$ cat src/hw/rtl/mjd_bcd_time_to_calendar_top_defines.svh
// Assertion macros shared by the date/time decoder RTL.
// Expects signals named clock and reset in the including module.
`ifndef MJD_BCD_TIME_TO_CALENDAR_TOP_DEFINES_SVH
`define MJD_BCD_TIME_TO_CALENDAR_TOP_DEFINES_SVH

// same-cycle implication, disabled during reset
`define MBTC_ASSERT_IMPLY(lbl, ante, cons, msg) \
   lbl: assert property (@(posedge clock) disable iff (reset) (ante) |-> (cons)) \
      else $error(msg);

// next-cycle implication, disabled during reset
`define MBTC_ASSERT_NEXT(lbl, ante, cons, msg) \
   lbl: assert property (@(posedge clock) disable iff (reset) (ante) |=> (cons)) \
      else $error(msg);

`endif

$ cat src/hw/rtl/mbtc_pkg.sv
// Shared constants and types for the MJD/BCD to calendar decoder.
// No dependencies; used by every module of the block by scoped name.
`default_nettype none

package mbtc_pkg;

   localparam int PIPE_STAGES = 6;
   localparam int LAST_STAGE  = PIPE_STAGES - 1;

   localparam int MJD_W   = 16;
   localparam int BCD_W   = 8;
   localparam int BIN_W   = 8;
   localparam int NY_W    = 20;   // 20*mjd - 301564
   localparam int YEAR_W  = 8;
   localparam int MONTH_W = 4;
   localparam int DAY_W   = 5;
   localparam int T_W     = 9;    // day count from March 1st base, below 489

   localparam logic [MJD_W-1:0] MJD_FIRST_VALID = 16'd15079;
   localparam int YEAR_NUM_SCALE  = 20;
   localparam int YEAR_NUM_OFFSET = 301564;
   localparam int YEAR_DIV        = 7305;
   localparam int RECIP_SHIFT     = 32;
   // floor(2^32 / 7305): quotient estimate is exact or one low
   localparam logic [NY_W-1:0] YEAR_RECIP =
      NY_W'((64'd1 << RECIP_SHIFT) / 64'(YEAR_DIV));
   localparam int T_OFFSET  = 14956;
   localparam int QUAD_DAYS = 1461;

   // floor(m * 30.6001) for m = 0..15
   localparam logic [T_W-1:0] MONTH_START [16] = '{
      9'd0,   9'd30,  9'd61,  9'd91,  9'd122, 9'd153, 9'd183, 9'd214,
      9'd244, 9'd275, 9'd306, 9'd336, 9'd367, 9'd397, 9'd428, 9'd459
   };
   localparam logic [MONTH_W-1:0] MP_JAN = 4'd14;
   localparam logic [MONTH_W-1:0] MP_FEB = 4'd15;
   localparam logic [MONTH_W-1:0] MP_BIAS = 4'd2;
   localparam logic [MONTH_W-1:0] MONTHS_PER_YEAR = 4'd12;

   typedef struct packed {
      logic [PIPE_STAGES-1:0] en;
      logic [PIPE_STAGES-1:0] valid;
   } pipe_ctrl_type;

   typedef struct packed {
      logic [BIN_W-1:0] second_bin;
      logic [BIN_W-1:0] minute_bin;
      logic [BIN_W-1:0] hour_bin;
   } tod_type;

   // hand-off from the year section to the month section
   typedef struct packed {
      logic             date_ok;
      logic [YEAR_W-1:0] yp;
      logic [T_W-1:0]    t;
      tod_type           tod;
   } mid_type;

   typedef struct packed {
      logic               date_in_range;
      logic [YEAR_W-1:0]  year_since_1900;
      logic [MONTH_W-1:0] month_index;
      logic [DAY_W-1:0]   day_of_month;
      tod_type            tod;
   } result_type;

   function automatic logic [BIN_W-1:0] bcd_to_bin(input logic [BCD_W-1:0] b);
      logic [BIN_W-1:0] hi;
      logic [BIN_W-1:0] lo;
      hi = BIN_W'(b[7:4]);
      lo = BIN_W'(b[3:0]);
      return (hi << 3) + (hi << 1) + lo;
   endfunction

endpackage

`default_nettype wire

$ cat src/hw/rtl/mjd_bcd_time_to_calendar_top.sv
// Top level of the MJD + BCD time-of-day to calendar decoder.
// Uses mbtc_pkg, mbtc_pipe_ctrl, mbtc_year_calc and mbtc_month_calc.
//
//   channel  dir  handshake             payload
//   req_     in   req_tvalid/tready     tdata: mjd_day, hour/minute/second BCD
//   rsp_     out  rsp_tvalid/tready     tdata: date and binary time; tuser: in-range
//
// Six register stages, one transfer in per cycle unless a stall holds the pipeline.
// Stage depth is set by the 20x20 reciprocal multiply for the year.
// Reset clears the stage valid bits only; a stall freezes each full stage
// whose successor cannot take its data, and empty stages keep filling.
`default_nettype none

module mjd_bcd_time_to_calendar_top (
   input  wire logic        clock,
   input  wire logic        reset,
   input  wire logic        req_tvalid,
   output logic             req_tready,
   // [15:0] mjd_day, [23:16] hour_bcd, [31:24] minute_bcd, [39:32] second_bcd
   input  wire logic [39:0] req_tdata,
   output logic             rsp_tvalid,
   input  wire logic        rsp_tready,
   // [7:0] year_since_1900, [11:8] month_index, [16:12] day_of_month,
   // [24:17] hour_bin, [32:25] minute_bin, [40:33] second_bin, [47:41] zero
   output logic [47:0]      rsp_tdata,
   // [0] date_in_range
   output logic             rsp_tuser
);

   mbtc_pkg::pipe_ctrl_type pipe;
   mbtc_pkg::mid_type       mid;
   mbtc_pkg::result_type    result;

   mbtc_pipe_ctrl u_ctrl (
      .clock     (clock),
      .reset     (reset),
      .in_valid  (req_tvalid),
      .in_ready  (req_tready),
      .out_ready (rsp_tready),
      .pipe      (pipe)
   );

   mbtc_year_calc u_year (
      .clock      (clock),
      .reset      (reset),
      .pipe       (pipe),
      .mjd_day    (req_tdata[15:0]),
      .hour_bcd   (req_tdata[23:16]),
      .minute_bcd (req_tdata[31:24]),
      .second_bcd (req_tdata[39:32]),
      .mid        (mid)
   );

   mbtc_month_calc u_month (
      .clock  (clock),
      .reset  (reset),
      .pipe   (pipe),
      .mid    (mid),
      .result (result)
   );

   assign rsp_tvalid = pipe.valid[mbtc_pkg::LAST_STAGE];
   assign rsp_tdata  = {7'd0,
                        result.tod.second_bin,
                        result.tod.minute_bin,
                        result.tod.hour_bin,
                        result.day_of_month,
                        result.month_index,
                        result.year_since_1900};
   assign rsp_tuser  = result.date_in_range;

endmodule

`default_nettype wire

$ cat src/hw/rtl/mbtc_pipe_ctrl.sv
// Valid bits and per-stage load enables for the decoder pipeline.
// Uses mbtc_pkg (stage count, control struct) and the assertion macros.
`default_nettype none
`include "mjd_bcd_time_to_calendar_top_defines.svh"

module mbtc_pipe_ctrl (
   input  wire logic                   clock,
   input  wire logic                   reset,
   input  wire logic                   in_valid,
   output logic                        in_ready,
   input  wire logic                   out_ready,
   output mbtc_pkg::pipe_ctrl_type     pipe
);

   localparam int LAST = mbtc_pkg::LAST_STAGE;

   logic [LAST:0] valid_ff;
   logic [LAST:0] valid_in;
   logic [LAST:0] rdy;

   // a stage may load when it is empty or its content moves on
   always_comb begin
      rdy[LAST] = !valid_ff[LAST] || out_ready;
      for (int i = LAST - 1; i >= 0; i--) begin
         rdy[i] = !valid_ff[i] || rdy[i+1];
      end
      valid_in[0] = rdy[0] ? in_valid : valid_ff[0];
      for (int i = 1; i <= LAST; i++) begin
         valid_in[i] = rdy[i] ? valid_ff[i-1] : valid_ff[i];
      end
   end

   always_ff @(posedge clock) begin
      if (reset) begin
         valid_ff <= '0;
      end else begin
         valid_ff <= valid_in;
      end
   end

   assign in_ready   = rdy[0];
   assign pipe.en    = rdy;
   assign pipe.valid = valid_ff;

   `MBTC_ASSERT_IMPLY(a_full_blocks_input, (&valid_ff) && !out_ready, !in_ready,
      "pipeline full and stalled but input still ready")
   `MBTC_ASSERT_NEXT(a_transfer_lands, in_valid && in_ready, valid_ff[0],
      "accepted transfer did not land in first stage")
   `MBTC_ASSERT_NEXT(a_stall_holds_last, valid_ff[LAST] && !out_ready, valid_ff[LAST],
      "stalled result dropped from output stage")

endmodule

`default_nettype wire

$ cat src/hw/rtl/mbtc_year_calc.sv
// Stages 0-3: BCD conversion, year quotient by reciprocal, day count t.
// Uses mbtc_pkg constants and types, and the assertion macros.
`default_nettype none
`include "mjd_bcd_time_to_calendar_top_defines.svh"

module mbtc_year_calc (
   input  wire logic                          clock,
   input  wire logic                          reset,
   input  wire mbtc_pkg::pipe_ctrl_type       pipe,
   input  wire logic [mbtc_pkg::MJD_W-1:0]    mjd_day,
   input  wire logic [mbtc_pkg::BCD_W-1:0]    hour_bcd,
   input  wire logic [mbtc_pkg::BCD_W-1:0]    minute_bcd,
   input  wire logic [mbtc_pkg::BCD_W-1:0]    second_bcd,
   output mbtc_pkg::mid_type                  mid
);

   localparam int MJD_W  = mbtc_pkg::MJD_W;
   localparam int NY_W   = mbtc_pkg::NY_W;
   localparam int YEAR_W = mbtc_pkg::YEAR_W;
   localparam int PROD_W = 2 * NY_W;
   localparam int REM_W  = NY_W + 1;
   localparam int YQ_W   = YEAR_W + 11;
   localparam int TW_W   = MJD_W + 1;

   // stage 0
   logic [MJD_W-1:0]      mjd0_ff;
   logic [NY_W-1:0]       ny0_ff, ny0_in;
   logic                  ok0_ff;
   mbtc_pkg::tod_type     tod0_ff, tod0_in;
   logic [NY_W:0]         ny_wide;
   // stage 1
   logic [MJD_W-1:0]      mjd1_ff;
   logic [NY_W-1:0]       ny1_ff;
   logic                  ok1_ff;
   mbtc_pkg::tod_type     tod1_ff;
   logic [YEAR_W-1:0]     qy1_ff, qy1_in;
   logic [PROD_W-1:0]     prod;
   // stage 2
   logic [MJD_W-1:0]      mjd2_ff;
   logic                  ok2_ff;
   mbtc_pkg::tod_type     tod2_ff;
   logic [YEAR_W-1:0]     yp2_ff, yp2_in;
   logic [REM_W-1:0]      rem;
   // stage 3
   mbtc_pkg::mid_type     mid3_ff, mid3_in;
   logic [YQ_W-1:0]       yq;
   logic [TW_W-1:0]       t_wide;

   always_comb begin
      ny_wide            = (NY_W+1)'(mjd_day) * (NY_W+1)'(mbtc_pkg::YEAR_NUM_SCALE)
                           - (NY_W+1)'(mbtc_pkg::YEAR_NUM_OFFSET);
      ny0_in             = ny_wide[NY_W-1:0];
      tod0_in.hour_bin   = mbtc_pkg::bcd_to_bin(hour_bcd);
      tod0_in.minute_bin = mbtc_pkg::bcd_to_bin(minute_bcd);
      tod0_in.second_bin = mbtc_pkg::bcd_to_bin(second_bcd);
   end

   always_ff @(posedge clock) begin
      if (pipe.en[0]) begin
         mjd0_ff <= mjd_day;
         ny0_ff  <= ny0_in;
         ok0_ff  <= (mjd_day >= mbtc_pkg::MJD_FIRST_VALID);
         tod0_ff <= tod0_in;
      end
   end

   // quotient estimate, exact or one short
   always_comb begin
      prod   = PROD_W'(ny0_ff) * PROD_W'(mbtc_pkg::YEAR_RECIP);
      qy1_in = prod[mbtc_pkg::RECIP_SHIFT +: YEAR_W];
   end

   always_ff @(posedge clock) begin
      if (pipe.en[1]) begin
         mjd1_ff <= mjd0_ff;
         ny1_ff  <= ny0_ff;
         ok1_ff  <= ok0_ff;
         tod1_ff <= tod0_ff;
         qy1_ff  <= qy1_in;
      end
   end

   always_comb begin
      rem    = REM_W'(ny1_ff) - REM_W'(qy1_ff) * REM_W'(mbtc_pkg::YEAR_DIV);
      yp2_in = qy1_ff + YEAR_W'(rem >= REM_W'(mbtc_pkg::YEAR_DIV));
   end

   always_ff @(posedge clock) begin
      if (pipe.en[2]) begin
         mjd2_ff <= mjd1_ff;
         ok2_ff  <= ok1_ff;
         tod2_ff <= tod1_ff;
         yp2_ff  <= yp2_in;
      end
   end

   // t = mjd - 14956 - floor(yp * 1461 / 4)
   always_comb begin
      yq              = YQ_W'(yp2_ff) * YQ_W'(mbtc_pkg::QUAD_DAYS);
      t_wide          = TW_W'(mjd2_ff) - TW_W'(mbtc_pkg::T_OFFSET) - TW_W'(yq >> 2);
      mid3_in.date_ok = ok2_ff;
      mid3_in.yp      = yp2_ff;
      mid3_in.t       = t_wide[mbtc_pkg::T_W-1:0];
      mid3_in.tod     = tod2_ff;
   end

   always_ff @(posedge clock) begin
      if (pipe.en[3]) begin
         mid3_ff <= mid3_in;
      end
   end

   assign mid = mid3_ff;

   `MBTC_ASSERT_IMPLY(a_rem_small, pipe.valid[1] && ok1_ff,
      rem < REM_W'(2 * mbtc_pkg::YEAR_DIV), "year quotient estimate off by more than one")
   `MBTC_ASSERT_IMPLY(a_year_range, pipe.valid[2] && ok2_ff, yp2_ff <= YEAR_W'(138),
      "year quotient out of range")

endmodule

`default_nettype wire

$ cat src/hw/rtl/mbtc_month_calc.sv
// Stages 4-5: month quotient by table compare, then day, year and month.
// Uses mbtc_pkg constants and types, and the assertion macros.
`default_nettype none
`include "mjd_bcd_time_to_calendar_top_defines.svh"

module mbtc_month_calc (
   input  wire logic                     clock,
   input  wire logic                     reset,
   input  wire mbtc_pkg::pipe_ctrl_type  pipe,
   input  wire mbtc_pkg::mid_type        mid,
   output mbtc_pkg::result_type          result
);

   localparam int MONTH_W = mbtc_pkg::MONTH_W;
   localparam int YEAR_W  = mbtc_pkg::YEAR_W;
   localparam int T_W     = mbtc_pkg::T_W;

   mbtc_pkg::mid_type    mid4_ff;
   logic [MONTH_W-1:0]   mp4_ff, mp4_in;
   mbtc_pkg::result_type res5_ff, res5_in;
   logic [T_W-1:0]       d;
   logic                 k;

   // M' = number of months m >= 1 whose start lies below t
   // (fractions of m*30.6001 never exceed .9, so floor compare is exact)
   always_comb begin
      mp4_in = '0;
      for (int m = 1; m < 16; m++) begin
         mp4_in = mp4_in + MONTH_W'(mbtc_pkg::MONTH_START[m] < mid.t);
      end
   end

   always_ff @(posedge clock) begin
      if (pipe.en[4]) begin
         mid4_ff <= mid;
         mp4_ff  <= mp4_in;
      end
   end

   always_comb begin
      d                       = mid4_ff.t - mbtc_pkg::MONTH_START[mp4_ff];
      k                       = (mp4_ff == mbtc_pkg::MP_JAN) || (mp4_ff == mbtc_pkg::MP_FEB);
      res5_in.tod             = mid4_ff.tod;
      res5_in.date_in_range   = mid4_ff.date_ok;
      res5_in.year_since_1900 = '0;
      res5_in.month_index     = '0;
      res5_in.day_of_month    = '0;
      if (mid4_ff.date_ok) begin
         res5_in.year_since_1900 = mid4_ff.yp + YEAR_W'(k);
         res5_in.month_index     = mp4_ff - mbtc_pkg::MP_BIAS
                                   - (k ? mbtc_pkg::MONTHS_PER_YEAR : MONTH_W'(0));
         res5_in.day_of_month    = d[mbtc_pkg::DAY_W-1:0];
      end
   end

   always_ff @(posedge clock) begin
      if (pipe.en[5]) begin
         res5_ff <= res5_in;
      end
   end

   assign result = res5_ff;

   `MBTC_ASSERT_IMPLY(a_month_day_range, pipe.valid[5] && res5_ff.date_in_range,
      (res5_ff.month_index <= MONTH_W'(11)) && (res5_ff.day_of_month != '0),
      "decoded month or day out of range")

endmodule

`default_nettype wire
$ cat config.mk
export PLATFORM = sky130hd
export DESIGN_NAME = mjd_bcd_time_to_calendar_top
export DESIGN_NICKNAME = d
export VERILOG_FILES = /design/src/hw/rtl/mbtc_pkg.sv /design/src/hw/rtl/mjd_bcd_time_to_calendar_top.sv /design/src/hw/rtl/mbtc_pipe_ctrl.sv /design/src/hw/rtl/mbtc_year_calc.sv /design/src/hw/rtl/mbtc_month_calc.sv
export VERILOG_INCLUDE_DIRS = /design/src /design/src/hw/rtl
export SDC_FILE = /design/constraint.sdc
export NUM_CORES = 1
export LEC_CHECK = 0
export ABC_AREA = 1
export ABC_CLOCK_PERIOD_IN_PS = 6800
export BUFFER_PORTS_ARGS = -buffer_cell sky130_fd_sc_hd__buf_2
export CORE_MARGIN = 5
export CORE_UTILIZATION = 25
export CTS_CLUSTER_SIZE = 12
export DETAILED_ROUTE_END_ITERATION = 10
export PLACE_DENSITY_LB_ADDON = 0.05
export SYNTH_ARGS = -nofsm -noshare
export SYNTH_HDL_FRONTEND = slang
export SYNTH_HIERARCHICAL = 1
export SYNTH_SLANG_ARGS = --single-unit
export TNS_END_PERCENT = 10
$ cat constraint.sdc
create_clock -name clock -period 6.8 [get_ports clock]
set_input_delay 1.02 -clock clock [delete_from_list [all_inputs] [get_ports clock]]
set_output_delay 1.02 -clock clock [all_outputs]
set_load 0.01 [all_outputs]
==> flow_metrics.py, run 1 <==
metrics = {
    "timing": {
        "finalHoldViolations": 0,
        "slew_violations": 0,
        "tightest_slew_ns": 1.14,
        "setup_ws_ns": 1.02,
        "skew_ns": 0.0228,
        "max_clock_freq_ghz": 0.173,
        "fin_crit_ns": 5.78,
        "setup_viol": 0,
        "rsz0062_at_grt": "no",
        "maxSlewHeadroom_pct": 23.8,
        "timing.final.crit_share_pct": 85.0,
        "finalSetupTns_ns": 0,
    },
    "synth": {
        "synthFlopType": "edfxtp_1",
        "syn_area_um2": 22000,
        "yosysWarnings": 6,
        "yosysSeqAreaShare_pct": 38.7,
        "ys_seq_elements": 286,
        "synth_edf_count": 280,
        "synth_compound_area_share_pct": 4.41,
        "synthMuxAreaShare_pct": 0,
        "synth_fa_ha_area_share_pct": 34.5,
        "synth_top_family_by_area": "adder cells",
        "avgSynthCellArea_um2": 10.7,
        "yosys.area_share.simple_pct": 10.1,
        "synthCells": 2053,
        "async_flop_share_pct": 0,
        "synth_xor_area_share_pct": 3.28,
        "synth_cell_type_count": 51,
    },
    "placement": {
        "dp_cells": 3298,
        "hpwl_mm": 44.3,
        "place_ws_ns": 0.961,
        "gp_congestion": 0.809,
        "portBuffers": 87,
    },
    "routing": {
        "routed-via-count": 13776,
        "viasPerCell": 4.10,
        "drt_iter0_markers": 609,
        "detail-route-antenna-nets": 0,
        "drt-pass1-iter-count": 5,
        "wl_per_cell_um": 16.1,
        "totalWireLength_mm": 54.2,
        "drc": 0,
    },
    "worst_setup_path": {
        "cp_num_buf_inv": 4,
        "crit-reg2reg-launch": "u_year/ny0_ff[5]$_DFFE_PP_",
        "cpPeakStageDelay_ns": 0.62,
        "required_ns": 7.16,
        "r2r_setup_slack_ns": 1.02,
        "startpoint_type": "flop",
        "reg2reg_to": "u_year/qy1_ff[5]$_DFFE_PP_",
        "crit_chain": "fa_1 > inv_1 > fa_1 > inv_1 > ha_1 > inv_1 > fa_1 > inv_1 > fa_1 > fa_1 > ha_1 > nand4_1 > nor3_1 > nand2_1 > o211ai_1 > nand3_1 > nand2_1 > nand2_1 > nand2_1 > xor2_1",
        "critPathKind": "reg2reg",
        "crit_path_frequent_cell": "fa_1",
        "cp_slowest_cell": "edfxtp_1",
        "cp-end-kind": "flop",
        "cp_max_fo": 9,
        "critPathTopFamily": "adder cells",
        "rr_worst_depth": 20,
        "crit_arrival_ns": 6.15,
    },
    "floorplanning": {
        "die-width_um": 307,
        "die_area_um2": 94100,
        "start_util_pct": 25.3,
        "die_h_um": 307,
        "io_pins": 95,
        "core_area_um2": 87200,
        "row_count": 108,
    },
    "clock_tree": {
        "clockRootBuffer": "clkbuf_16",
        "post-cts-setup-buffers": 0,
        "clk_latency_ns": 0.54,
        "clock_sinks": 286,
        "post_cts_resized": 0,
        "cts_hold_buffers": 0,
        "cts_tree": "done",
        "cts_made_buffers": 36,
        "clock_path_buffers": 3,
        "ctsHtreeMaxLevel": 2,
        "path_clk_slew_ns": 0.07,
    },
    "layout": {
        "diodes": 0,
        "nFillCells": 9121,
        "nets": 2727,
        "layout_common_cells": "inv_1, ha_1, edfxtp_1",
        "utilization_pct": 28.8,
        "drive_above_1_share_pct": 8.69,
        "syn_to_final_growth_pct": 13.9,
        "layout.cells.non_filler": 3364,
        "final_common_cell": "inv_1",
    },
    "worst_hold_path": {
        "hp-start": "u_month/mid4_ff[13]$_DFFE_PP_",
        "hold_depth": 0,
        "hold_end": "u_month/result[13]$_DFFE_PP_",
        "hp-class": "reg2reg",
    },
    "run_status": {
        "run_status": "complete, no violations",
    },
    "job": {
        "maxCapViolCount": 0,
    },
    "grt": {
        "met2_usage_pct": 19.1,
        "grt_pass1_vias": 14847,
        "gr-usage-met3_pct": 1.38,
        "track_usage_pct": 11.5,
        "grt_max_degree": 62,
        "grt_pass1_wl_mm": 85.2,
        "met1_usage_pct": 16.2,
        "grt_busiest_layer": "met2",
        "gr-total-overflow": 0,
        "grt_antenna_before_repair": 1,
    },
}
[flip-flops by register name, summed over array words and instances (netlist names)]
register	count
u_year/mid	42
u_month/mid4_ff	38
u_year/tod1_ff	24
u_year/ok2_ff	1
u_year/mjd0_ff	9
u_year/tod0_ff	24
u_year/mid3_in	24
u_year/ny1_ff	18
u_year/mjd2_ff	9
u_year/qy1_ff	8
u_month/mp4_ff	4
u_year/ok1_ff	1
u_year/yp2_ff	8
u_year/ok0_ff	1
u_month/result	42
u_ctrl/valid_ff	6
u_year/mjd1_ff	9
u_year/ny0_ff	18
[routing by layer]
layer  vias up  share of wire, %
met5         -                 0
met4         0               2.0
met3        61               2.6
met2       196                46
met1      6625                49
li1       6894                 -
[synth_stat cells, drive strengths merged, types with 2 or more instances]
cell	count	area (um^2)
buf	10	76.3
a21o	9	67.6
or3	3	23.8
edfxtp	280	8410
inv	503	1890
o2111ai	2	17.5
fa	175	3500
nand4	25	171
nand3b	11	86.3
o21a	6	45.0
nor2	102	412
ha	327	4090
nand2	286	1110
a31oi	15	93.8
o21bai	4	30.0
o21ai	38	198
dfxtp	6	120
nor3	14	70.1
or2	2	12.5
o211ai	6	45.0
xnor2	26	246
a21oi	80	412
a211oi	4	30.0
xor2	51	477
nand3	61	338
[worst max-delay path by stage]
stage                                      from                         end  slack, ns  depth (start not counted)
global route         u_year/ny0_ff[5]$_DFFE_PP_  u_year/qy1_ff[5]$_DFFE_PP_       0.70                         20
global placement     u_year/ny0_ff[5]$_DFFE_PP_  u_year/qy1_ff[5]$_DFFE_PP_       0.92                         18
floorplan           u_year/ny0_ff[10]$_DFFE_PP_  u_year/qy1_ff[4]$_DFFE_PP_       1.66                         17
detailed placement   u_year/ny0_ff[5]$_DFFE_PP_  u_year/qy1_ff[5]$_DFFE_PP_       0.96                         18
finish               u_year/ny0_ff[5]$_DFFE_PP_  u_year/qy1_ff[5]$_DFFE_PP_       1.02                         20
CTS                  u_year/ny0_ff[5]$_DFFE_PP_  u_year/qy1_ff[5]$_DFFE_PP_       0.95                         18
[per-stage QoR]
step | hold slack [ns] | cell area (um^2)
after floorplan | 0.400 | 22000
after global placement | 0.400 | 23900
after detailed placement | 0.405 | 23900
after CTS | 0.391 | 25100
after global routing | 0.412 | 25100
final | 0.406 | 25100
[worst register-to-register path, stage by stage, from the launching register on]
cell      delay (ns)
edfxtp_1        0.62
fa_1            0.62
inv_1           0.06
fa_1            0.49
inv_1           0.04
ha_1            0.26
inv_1           0.06
fa_1            0.53
inv_1           0.06
fa_1            0.50
fa_1            0.49
ha_1            0.36
nand4_1         0.25
nor3_1          0.23
nand2_1         0.08
o211ai_1        0.26
nand3_1         0.14
nand2_1         0.17
nand2_1         0.08
nand2_1         0.09
xor2_1          0.22
[area by class of cell]
type	count	area (um^2)	area share (%)
Clock buffer	46	968	3.86
Tap cell	1155	1450	5.76
Sequential cell	286	8530	34.0
Multi-Input combinational cell	1260	11600	46.1
Timing Repair Buffer	94	488	1.95
Clock inverter	20	198	0.788
Inverter	503	1890	7.53
[cells by family after synthesis]
logic type / after synthesis
buffers and inverters: 513
AND/OR/NAND/NOR: 506
adder cells (fa/ha/maj): 502
flip-flops: 286
AO/OA/AOI/OAI: 168
XOR/XNOR: 77
other: 1
Power of run 1 is left out: the tool's default activity adds up to more than one toggle a clock period on the data nets, which glitch-free logic cannot reach.
==> run 2: changes to the inputs <==
--- a/config.mk
+++ b/config.mk
@@ -10,12 +10,11 @@
 export ABC_CLOCK_PERIOD_IN_PS = 6800
 export BUFFER_PORTS_ARGS = -buffer_cell sky130_fd_sc_hd__buf_2
 export CORE_MARGIN = 5
-export CORE_UTILIZATION = 25
+export CORE_UTILIZATION = 53
 export CTS_CLUSTER_SIZE = 12
 export DETAILED_ROUTE_END_ITERATION = 10
 export PLACE_DENSITY_LB_ADDON = 0.05
 export SYNTH_ARGS = -nofsm -noshare
 export SYNTH_HDL_FRONTEND = slang
-export SYNTH_HIERARCHICAL = 1
 export SYNTH_SLANG_ARGS = --single-unit
 export TNS_END_PERCENT = 10
==> run 2 against run 1 <==
Effect of this change: core utilization grew 30 points; clock skew up 0.014 ns; die area decreased by 51%; largest cell class unchanged; setup slack better by 0.36 ns; synthesized area is 1.7% higher; via count up 2.4%; flip-flop and latch count is the same; critical endpoint is now u_year.qy1_ff[7]$_DFFE_PP_; clock-buffer cell count is 7 lower.
==> flow_metrics.py, run 2 <==
metrics = {
    "run_status": {
        "run_status": "complete, no violations",
    },
    "routing": {
        "viasPerCell": 4.96,
        "drc": 0,
        "drt_iter0_markers": 638,
        "detail-route-antenna-nets": 0,
        "totalWireLength_mm": 46.2,
        "wl_per_cell_um": 16.3,
        "routed-via-count": 14108,
        "drt-pass1-iter-count": 5,
    },
    "synth": {
        "yosysWarnings": 0,
        "synthTopCellsByArea": "edfxtp_1, ha_1, fa_1, inv_1, nand2_1",
        "syn_area_um2": 22400,
        "synth_top_cell_by_area": "edfxtp_1",
        "async_flop_share_pct": 0,
        "synthTopCellsByCount": "inv_1, ha_1, nand2_1, edfxtp_1, fa_1",
        "yosysSeqAreaShare_pct": 38.1,
        "synthFlopType": "edfxtp_1",
        "avgSynthCellArea_um2": 10.4,
        "synth.most_common_cell": "inv_1",
        "synth_edf_count": 280,
        "yosysTopAreaCellShare_pct": 37.6,
        "synth_cell_type_count": 47,
        "ys_seq_elements": 286,
        "synthCells": 2160,
    },
    "clock_tree": {
        "post-cts-setup-buffers": 0,
        "ctsHtreeMaxLevel": 2,
        "clk_latency_ns": 0.55,
        "clock_path_buffers": 3,
        "cts_hold_buffers": 0,
        "clock_sinks": 286,
        "path_clk_slew_ns": 0.07,
        "cts_tree": "done",
        "post_cts_resized": 0,
        "clockRootBuffer": "clkbuf_16",
        "cts_made_buffers": 34,
    },
    "placement": {
        "gp_congestion": 0.931,
        "dp_cells": 2789,
        "hpwl_mm": 37.7,
        "portBuffers": 87,
    },
    "floorplanning": {
        "core_area_um2": 41900,
        "start_util_pct": 53.5,
        "die_area_um2": 46400,
        "row_count": 75,
        "die_h_um": 216,
        "die-width_um": 216,
        "io_pins": 95,
    },
    "timing": {
        "max_clock_freq_ghz": 0.185,
        "holdWs_ns": 0.410,
        "rsz0062_at_grt": "no",
        "timing.final.crit_share_pct": 79.7,
        "finalSetupTns_ns": 0,
        "skew_ns": 0.0364,
        "maxSlewHeadroom_pct": 34.0,
        "slew_violations": 0,
        "finalHoldViolations": 0,
        "tightest_slew_ns": 0.988,
        "setup_viol": 0,
        "fin_crit_ns": 5.42,
    },
    "grt": {
        "grt_pass1_vias": 14950,
        "gr-total-overflow": 0,
        "met1_usage_pct": 28.1,
        "grt_busiest_layer": "met2",
        "grt_antenna_before_repair": 0,
        "met2_usage_pct": 35.0,
        "grt_max_degree": 58,
        "gr-usage-met3_pct": 2.49,
        "grt_pass1_wl_mm": 76.8,
        "track_usage_pct": 20.5,
    },
    "worst_setup_path": {
        "required_ns": 7.11,
        "startpoint_type": "flop",
        "crit_arrival_ns": 5.72,
        "crit-reg2reg-launch": "u_year.ny0_ff[5]$_DFFE_PP_",
        "rr_worst_depth": 22,
        "r2r_setup_slack_ns": 1.38,
        "cp_slowest_cell": "edfxtp_1",
        "critPathKind": "reg2reg",
        "cp-end-kind": "flop",
        "cp_max_fo": 9,
        "reg2reg_to": "u_year.qy1_ff[7]$_DFFE_PP_",
        "cpPeakStageDelay_ns": 0.63,
        "crit_chain": "fa_1 > inv_1 > fa_1 > inv_1 > ha_1 > inv_1 > fa_1 > inv_1 > fa_1 > fa_1 > ha_1 > nand2_1 > nor2_1 > inv_1 > nor3_1 > nand2_1 > o211ai_1 > nand3b_1 > nand2_1 > nand2_1 > nand3_1 > nand2_1",
    },
    "layout": {
        "syn_to_final_growth_pct": 9.79,
        "layout_common_cells": "inv_1, ha_1, nand2_1",
        "layout.cells.non_filler": 2843,
        "final_common_cell": "inv_1",
        "diodes": 0,
        "drive_above_1_share_pct": 8.16,
        "nets": 2834,
    },
    "worst_hold_path": {
        "hp-class": "reg2reg",
        "hold_end": "u_year.mjd1_ff[0]$_DFFE_PP_",
        "hp-start": "u_year.mjd0_ff[0]$_DFFE_PP_",
        "hold_depth": 0,
    },
    "job": {
        "maxCapViolCount": 0,
    },
}
[run 2: cell types whose count changed after synthesis, moves of 3 or more]
cell / before / now
inv_2: 9 / 6
xor2_2: 4 / 1
ha_1: 327 / 330
nor4_1: 1 / 5
o21bai_1: 4 / 8
nor2_1: 98 / 104
nor2_2: 2 / 10
a211oi_1: 4 / 0
nand2_2: 10 / 17
inv_1: 494 / 533
nand4_1: 24 / 20
nand3b_1: 10 / 6
nand2_1: 275 / 323
[run 2: area by class of cell]
class                           instances  area (um^2)
Inverter                              539         2020
Sequential cell                       286         8530
Fill cell                            3622        17300
Clock buffer                           39          870
Timing Repair Buffer                   93          480
Multi-Input combinational cell       1332        11800
Tap cell                              539          674
Clock inverter                         15          203
[run 2: critical path, delay by kind of cell, from the launching register on]
| family | cells | cell delay [ns] |
|---|---|---|
| DFF | 1 | 0.63 |
| adders and majority gates | 7 | 3.28 |
| AOI/OAI and AO/OA | 1 | 0.14 |
| buffers and inverters | 5 | 0.26 |
| and+or+nand+nor | 9 | 0.86 |
[run 2: cells by family (layout without fill, tap and decap cells)]
logic type                 Yosys count  count (layout)  synth area share [%]
and+or+nand+nor                    569             569                  10.9
buffers and inverters              548             686                  9.31
adders and majority gates          504             504                  34.0
DFF                                286             286                  38.1
AOI/OAI and AO/OA                  178             178                  4.70
xor gates and xnor gates            74              74                  2.96
other                                1               7                0.0168
[run 2: metal layers]
metal  vias to the layer above  routed length [um]
met2                       207               22400
met1                      6640               21100
li1                       7194                   -
met5                         -                   0
met3                        67                1590
met4                         0                1140
[run 2: per-stage QoR]
stage | setup WS, ns | util (%) | cell area (um^2)
after floorplan | 0.00559 | - | 22400
after global placement | 1.41 | 56.2 | 23500
after detailed placement | 1.37 | 56.2 | 23500
after CTS | 1.36 | 58.7 | 24600
after global routing | 1.03 | 58.7 | 24600
final | 1.38 | 58.7 | 24600
[run 2: worst max path at each step]
stage	cells past startpoint	end	slack [ns]	from
detailed placement	15	u_year.qy1_ff[5]$_DFFE_PP_	1.37	u_year.ny0_ff[15]$_DFFE_PP_
global route	27	u_year.yp2_ff[6]$_DFFE_PP_	1.03	u_year.qy1_ff[3]$_DFFE_PP_
floorplan	10	req_tready	0.006	rsp_tready
CTS	15	u_year.qy1_ff[5]$_DFFE_PP_	1.36	u_year.ny0_ff[15]$_DFFE_PP_
finish	22	u_year.qy1_ff[7]$_DFFE_PP_	1.38	u_year.ny0_ff[5]$_DFFE_PP_
global placement	15	u_year.qy1_ff[5]$_DFFE_PP_	1.41	u_year.ny0_ff[15]$_DFFE_PP_
Power of run 2 is left out for the same reason.
